**src/sv/dtvm_pkg.sv**
```systemverilog
// ----------------------------------------------------------------------------
// dtvm_pkg
// Shared types, constants and the sine table function for the voice mixer.
// ----------------------------------------------------------------------------
package dtvm_pkg;

	localparam int PHASE_BITS_DEF      = 24;
	localparam int SINE_INDEX_BITS_DEF = 10;
	localparam int LEVEL_FRAC_BITS_DEF = 23;
	localparam int SAMPLE_HZ_DEF       = 44100;

	localparam int CFG_IDX_BITS = 3;
	localparam int CFG_DATA_BITS = 16;

	typedef enum logic [CFG_IDX_BITS-1:0] {
		REG_KICK_DECAY    = 3'd0,
		REG_SNARE_DECAY   = 3'd1,
		REG_HAT_DECAY     = 3'd2,
		REG_RELEASE_DECAY = 3'd3,
		REG_TONE_GAIN     = 3'd4,
		REG_KICK_GAIN     = 3'd5,
		REG_SNARE_GAIN    = 3'd6,
		REG_HAT_GAIN      = 3'd7
	} reg_idx_t;

	localparam logic [15:0] KICK_DECAY_RST    = 16'd59;
	localparam logic [15:0] SNARE_DECAY_RST   = 16'd262;
	localparam logic [15:0] HAT_DECAY_RST     = 16'd1311;
	localparam logic [15:0] RELEASE_DECAY_RST = 16'd262;
	localparam logic [14:0] TONE_GAIN_RST     = 15'd8000;
	localparam logic [14:0] KICK_GAIN_RST     = 15'd12000;
	localparam logic [14:0] SNARE_GAIN_RST    = 15'd8000;
	localparam logic [14:0] HAT_GAIN_RST      = 15'd4000;
	localparam logic [14:0] SNARE_BODY_GAIN   = 15'd3000;
	localparam logic [15:0] NOISE_SEED        = 16'hACE1;
	localparam logic [15:0] NOISE_TAPS        = 16'hB400;

	// voice slots, in mixing order
	typedef enum logic [2:0] {
		V_TONE, V_KICK, V_SNARE_N, V_SNARE_B, V_HAT
	} voice_t;

	typedef enum logic [2:0] {
		ST_IDLE, ST_LOAD, ST_MUL1, ST_MUL2, ST_ACC, ST_UPD, ST_OUT
	} state_t;

	typedef struct packed {
		logic   start;     // latch request, apply triggers
		logic   load;      // select operands for current voice
		logic   mul1;      // sample * level
		logic   mul2;      // * gain
		logic   acc;       // add to sum
		logic   upd;       // advance phase, decay level
		logic   finish;    // saturate into output register
		voice_t voice;
	} dp_cmd_t;

	typedef struct packed {
		logic active;      // current voice sounds this tick
	} dp_sts_t;

	// Quarter-wave sine magnitude for table slot q, Q1.15, from the fixed-point
	// Taylor series; only evaluated on constants to fill the lookup table
	function automatic logic [15:0] sine_mag(input int q, input int ib);
		logic [63:0] x, x2, t, v;
		x = (64'(q) * 64'd6746518852) >> ib;
		x2 = (x * x) >> 30;
		t = 64'd1073741824 - x2 / 64'd110;
		t = 64'd1073741824 - ((x2 * t) >> 30) / 64'd72;
		t = 64'd1073741824 - ((x2 * t) >> 30) / 64'd42;
		t = 64'd1073741824 - ((x2 * t) >> 30) / 64'd20;
		t = 64'd1073741824 - ((x2 * t) >> 30) / 64'd6;
		v = (((x * t) >> 30) + 64'd16384) >> 15;
		if (v > 64'd32767) v = 64'd32767;
		return v[15:0];
	endfunction

endpackage

```
**src/sv/dtvm_ctrl.sv**
```systemverilog
// ----------------------------------------------------------------------------
// dtvm_ctrl
// Sequencer: walks the five voice slots through the shared multiplier.
// ----------------------------------------------------------------------------
module dtvm_ctrl (
	input  logic              clk,
	input  logic              arst_n,
	input  logic              in_valid,
	output logic              in_ready,
	output logic              out_valid,
	input  logic              out_ready,
	input  dtvm_pkg::dp_sts_t sts,
	output dtvm_pkg::dp_cmd_t cmd
);
	import dtvm_pkg::*;

	state_t state_q, state_d;
	voice_t voice_q, voice_d;
	logic   ovalid_q, ovalid_d;

	always_comb begin
		state_d = state_q;
		voice_d = voice_q;
		unique case (state_q)
			ST_IDLE: if (in_valid && !ovalid_q) begin
				state_d = ST_LOAD;
				voice_d = V_TONE;
			end
			ST_LOAD: state_d = sts.active ? ST_MUL1 : ST_UPD;
			ST_MUL1: state_d = ST_MUL2;
			ST_MUL2: state_d = ST_ACC;
			ST_ACC:  state_d = ST_UPD;
			ST_UPD: begin
				if (voice_q == V_HAT) state_d = ST_OUT;
				else begin
					voice_d = voice_t'(voice_q + 3'd1);
					state_d = ST_LOAD;
				end
			end
			ST_OUT:  state_d = ST_IDLE;
			default: state_d = ST_IDLE;
		endcase
	end

	always_comb begin
		cmd = '0;
		cmd.voice = voice_q;
		unique case (state_q)
			ST_IDLE: cmd.start = in_valid && !ovalid_q;
			ST_LOAD: cmd.load = 1'b1;
			ST_MUL1: cmd.mul1 = 1'b1;
			ST_MUL2: cmd.mul2 = 1'b1;
			ST_ACC:  cmd.acc = 1'b1;
			ST_UPD:  cmd.upd = 1'b1;
			ST_OUT:  cmd.finish = 1'b1;
			default: ;
		endcase
	end

	assign in_ready = (state_q == ST_IDLE) && !ovalid_q;
	assign out_valid = ovalid_q;
	assign ovalid_d = cmd.finish ? 1'b1 : (out_ready ? 1'b0 : ovalid_q);

	always_ff @(posedge clk or negedge arst_n) begin
		if (!arst_n) begin
			state_q  <= ST_IDLE;
			voice_q  <= V_TONE;
			ovalid_q <= 1'b0;
		end else begin
			state_q  <= state_d;
			voice_q  <= voice_d;
			ovalid_q <= ovalid_d;
		end
	end
endmodule

```
**config.mk**
```make
export PLATFORM = sky130hd
export DESIGN_NAME = dtvm_ctrl
export DESIGN_NICKNAME = d
export VERILOG_FILES = /design/src/sv/dtvm_pkg.sv /design/src/sv/dtvm_ctrl.sv
export SDC_FILE = /design/constraint.sdc
export NUM_CORES = 1
export LEC_CHECK = 0
export BUFFER_PORTS_ARGS = -buffer_cell sky130_fd_sc_hd__buf_4
export CORE_AREA = 2 2 39 41
export DETAILED_ROUTE_END_ITERATION = 10
export DIE_AREA = 0 0 41 43
export GPL_TIMING_DRIVEN = 0
export SETUP_SLACK_MARGIN = 0.15
export SLEW_MARGIN = 15
export SYNTH_ARGS = -nofsm -noshare
export SYNTH_HDL_FRONTEND = slang
export SYNTH_SLANG_ARGS = --single-unit
```
**constraint.sdc**
```tcl
create_clock -name clk -period 1.4 [get_ports clk]
set_input_delay 0.28 -clock clk [delete_from_list [all_inputs] [get_ports clk]]
set_output_delay 0.28 -clock clk [all_outputs]
set_load 0.005 [all_outputs]
```
Word level (Yosys, flattened, before mapping)
Index checks and enable logic that the tools add are counted.
{ "word_totals": {"input_bits": 5, "reg_bits": 7} }
{ "classes": {"mux": 16, "reduce_logical": 7, "n_eq_ne": 9, "addsub": 1} }
{ "ops": {"columns": ["operator", "count"], "rows": [
  ["$pmux W3 S6", 1],
  ["$mux W3", 5],
  ["$eq A3 B3 Y1 const B", 4],
  ["$mux W1", 9],
  ["$eq A3 B2 Y1 const B", 2],
  ["$pmux W3 S2", 1],
  ["$ne A2 B2 Y1 const B", 2],
  ["$reduce_bool A2 Y1", 2],
  ["$add A3 B1 Y3 const B", 1],
  ["$eq A3 B1 Y1 const B", 1],
  ["$logic_not A3 Y1", 1],
  ["$reduce_and A3 Y1", 1],
  ["$logic_and A1 B1 Y1", 2],
  ["$logic_not A1 Y1", 1]
]} }

Depth between registers and ports, before layout
{ "logic_depth": {"depth_word": 4, "depth_mapped": 5, "depth_no_buf": 5} }

Worst setup path after synthesis
Ideal clock, no wire load.
{ "synth_path": {"path_kind": "register -> output", "from": "register state_q[1]", "to": "output port cmd[9] (netlist bit)", "arrival_time_ps": 950, "stages_incl_launch_ff": 4, "path_buffers": 1, "t_required_ps": 1120, "path_slack_ps": 170, "path_cell_list": "dfrtp_1 -> buf_6 -> nor4_4 -> and2_1"} }
{ "synth_lines": {"columns": ["item", "line_no", "rtl"], "rows": [
  ["from (decl)", "dtvm_ctrl.sv:17", "state_t state_q, state_d;"],
  ["from (signal assigned)", "dtvm_ctrl.sv:70", "state_q <= state_d;"],
  ["to (decl)", "dtvm_ctrl.sv:13", "output dtvm_pkg::dp_cmd_t cmd"]
]} }

==> qor_table.md <==
| Parameter | This run |
|:---|:---|
| Buffer levels on the longest clock path | 2 |
| Category of the worst setup path capture point | output pin |
| Cells along the critical path | buf_6, nor3b_4, buf_4, buf_6 |
| Biggest cell delay along the critical path | 0.45 ns |
| Net count after synthesis | 60 |
| Area added between synthesis and finish | 80.0% |
| Clk pin slew, worst setup/hold paths | 0.05 ns |
| Worst slew pin tran | 0.266 ns |
| Floorplan die height | 43 um |
| Effective utilization at floorplan | 35.7% |
| Number of flip-flops and latches in the synthesized netlist | 7 |
| Slew headroom | 82.3% |
| Sequential fraction of the synthesis area | 35.4% |
| Final weighted congestion in routability-driven placement | 0.660 |
| Critical path start-end classification | reg2out |
| Commonest non-fill, non-tap cell in the layout | sky130_fd_sc_hd__buf_4 |
| Synth Area in Compound Gates | 14.7% |
| Clk Tree Root Cell | sky130_fd_sc_hd__clkbuf_4 |
| Sum of overflow across all layers after global routing | 0 |
| Multiplexer share of the synthesized area | 2.03% |
| Slew Limit Fails | 0 |
| H-Tree Depth | 1 |
| Highest-delay cell along the critical path | sky130_fd_sc_hd__dfrtp_1 |
| Setup repair after global routing missed its margin | yes |
| Final hold violation count | 0 |
| Data arrival time of the worst path | 1.32 ns |
| Netlist area before placement | 494 um2 |
| Iteration-0 DRC count of the detailed router | 15 |
| Post-Syn Instances | 53 |
| P per Cell Area | 2150 nW/um2 |
| Layout net count | 96 |
| Die Footprint | 1760 um2 |
| Post-layout minimum cycle time | 1.60 ns |
| Final-layout setup total negative slack | -0.932 ns |
| CTS buffer count | 3 |
| Fraction of the mapped netlist area in simple logic gates | 31.6% |
| CTS sink cnt | 7 |
| FF-to-FF Start | state_q[2]$_DFFE_PN0P_ |
| YS warnings | 0 |
| Count of max-cap constraint violations | 0 |
| Chip Width | 41 um |
| Clock tree from TritonCTS | built |
| Highest-count cells in the layout ignoring fill and taps | sky130_fd_sc_hd__buf_4, sky130_fd_sc_hd__buf_6, sky130_fd_sc_hd__dfrtp_1 |
| Clk Latency, worst-skew pair | 0.25 ns |
| Required arrival time at the worst endpoint | 1.12 ns |
| Post-synthesis async set-or-reset flop share | 100% |
| Via total after detailed routing | 524 |
| Setup-failing EPs final | 8 |
| Post-Synth Adder-Cell Area | 5.06% |
| Count of standard-cell rows | 14 |
| XOR/XNOR Fraction of Synth Area | 0% |
| Antenna diode instance count | 0 |
| Critical-path maximum fanout | 7 |
| Biggest area consumer among synthesized cells | sky130_fd_sc_hd__dfrtp_1 |
| Average cell area after synthesis | 9.32 um2 |
| All-layer global routing usage | 16.1% |
| Maximum VDD drop | 922 uV |
| Fin crit share | 114% |
| Startpoint of the most critical hold path | out_ready |
| IO Count | 17 |
| Share of Yosys cell area claimed by the top area cell type | 35.4% |
| Worst setup skew after layout | 0.000182 ns |
| Detailed-placement wirelength estimate | 728 um |
| Wire length of the first global-routing pass | 1880 um |
| Lkg Pwr | 0.448 nW |
| Antenna violations before repair | 0 |
| Core area | 1380 um2 |
| Wirelength, routed | 1360 um |
| Commonest register cell after synthesis | sky130_fd_sc_hd__dfrtp_1 |
| Antenna viol nets, final | 0 |
| Beginning of the critical path | state_q[2]$_DFFE_PN0P_ |
| Filler Cells Inserted | 116 |
| Synth unique cells | 28 |
| Via count normalized by instance count | 5.04 |
| Maximum number of pins on one net before global-route repair | 10 |
| Number of global-route vias before repair | 435 |
| Post-layout utilization of the core | 64.3% |
| Total Power Consumption | 1.91 mW |
| Dominant combinational cell family by area after synthesis | simple AND/OR/NAND/NOR gates |
| Violated checks | negative setup slack |
| Highest Clock Rate | 0.625 GHz |
| Run status | finished, violations left |
| Top cell by count, worst path | sky130_fd_sc_hd__buf_6 |
| Number of design rule violations left after detail routing | 0 |
| Fraction of final layout cells sized beyond drive strength 1 | 56.8% |
| Kind of start point of the critical path | flip-flop |
| Number of enable-type register cells in the synthesized netlist | 0 |
| Worst path setup slack after routing | -0.199 ns |
| Wire length per cell after detailed routing | 13.0 um |
| Min-Delay Path Class | in2reg |
| DRT Pass-1 Iters | 4 |
| Synth top area cells | sky130_fd_sc_hd__dfrtp_1, sky130_fd_sc_hd__nor3b_1, sky130_fd_sc_hd__ha_1, sky130_fd_sc_hd__buf_6, sky130_fd_sc_hd__nor4_4 |
| Number of port buffers | 16 |
## cell families (layout without fill, tap and decap cells)
logic type	Yosys count	count (layout)
adder cells (fa/ha/maj)	2	2
AO/OA/AOI/OAI	12	12
flip-flops	7	7
multiplexers	1	1
buffers and inverters	9	44
AND/OR/NAND/NOR	22	22
## routing by layer
layer / global-route usage [%] / part of all wire, %
met1: 20.0 / 41
met2: 24.1 / 52
met3: 3.14 / 6.5
met4: 10.0 / 0.44
met5: 0 / 0
## registers in the layout, indices dropped and copies added, names as in the netlist
| signal | count |
|---|---|
| out_valid | 1 |
| state_q | 3 |
| voice_q | 3 |
## where the power goes
| part | leakage, nW | switching (mW) | internal, mW |
|---|---|---|---|
| Clock | 0.0150 | 0.0801 | 0.109 |
| Combinational | 0.341 | 0.533 | 0.814 |
| Sequential | 0.0913 | 0.0923 | 0.283 |
| Total | 0.448 | 0.705 | 1.21 |
## final timing paths
path / end / slack (ns) / depth (start not counted)
setup / recovery: cmd[3] / -0.20 / 4
max in group asynchronous: state_q[2]$_DFFE_PN0P_ / 0.90 / 2
setup reg to reg: voice_q[1]$_DFFE_PN0P_ / 0.09 / 5
hold reg to reg: state_q[0]$_DFFE_PN0P_ / 0.57 / 2
min in group asynchronous: voice_q[0]$_DFFE_PN0P_ / 0.38 / 2
hold / removal: out_valid$_DFFE_PN0P_ / 0.30 / 3
## final cells by class
cell class / count / area (um2) / share of cell area, %
well taps: 16 / 20.0 / 2.25
clock buffers: 4 / 26.3 / 2.95
plain buffers: 5 / 52.6 / 5.91
flip-flops and latches: 7 / 175 / 19.7
repair buffers: 31 / 280 / 31.5
multi-input cells: 37 / 320 / 36.0
inverters: 4 / 15.0 / 1.69
## synth_stat cells (2+ instances only)
cell / n
sky130_fd_sc_hd__buf_2: 2
sky130_fd_sc_hd__inv_1: 4
sky130_fd_sc_hd__dfrtp_1: 7
sky130_fd_sc_hd__buf_6: 2
sky130_fd_sc_hd__o21ai_0: 4
sky130_fd_sc_hd__a21oi_1: 4
sky130_fd_sc_hd__nand3_1: 4
sky130_fd_sc_hd__nor2_1: 2
sky130_fd_sc_hd__ha_1: 2
sky130_fd_sc_hd__nor3b_1: 4
## worst max-delay path, delay by kind of cell (launching register included)
family                 cells  cell delay (ns)
and+or+nand+nor            1             0.22
DFF                        1             0.45
buffers and inverters      3             0.40
## through the flow
step / std cells / area (um2) / worst slack (ns) / hold slack (ns)
final: 104 / 890 / -0.199 / 0.295
after global routing: 104 / 890 / -0.242 / 0.309
after CTS: 99 / 802 / -0.140 / 0.292
after detailed placement: 85 / 634 / -0.0353 / 0.0984
after global placement: 85 / 634 / -0.0570 / 0.103
after floorplan: 53 / 494 / 0.170 / -0.0156
## what timing repair did
action                                  in CTS  in global routing
setup buffers                                9                  5
endpoints found under the hold margin        7                  0
endpoints found under the setup margin       9                 14
pin swaps                                    4                  7
gates resized for setup                     15                 13
hold buffers                                 1                  0
Note: power is estimated with default switching activity, not from simulation.
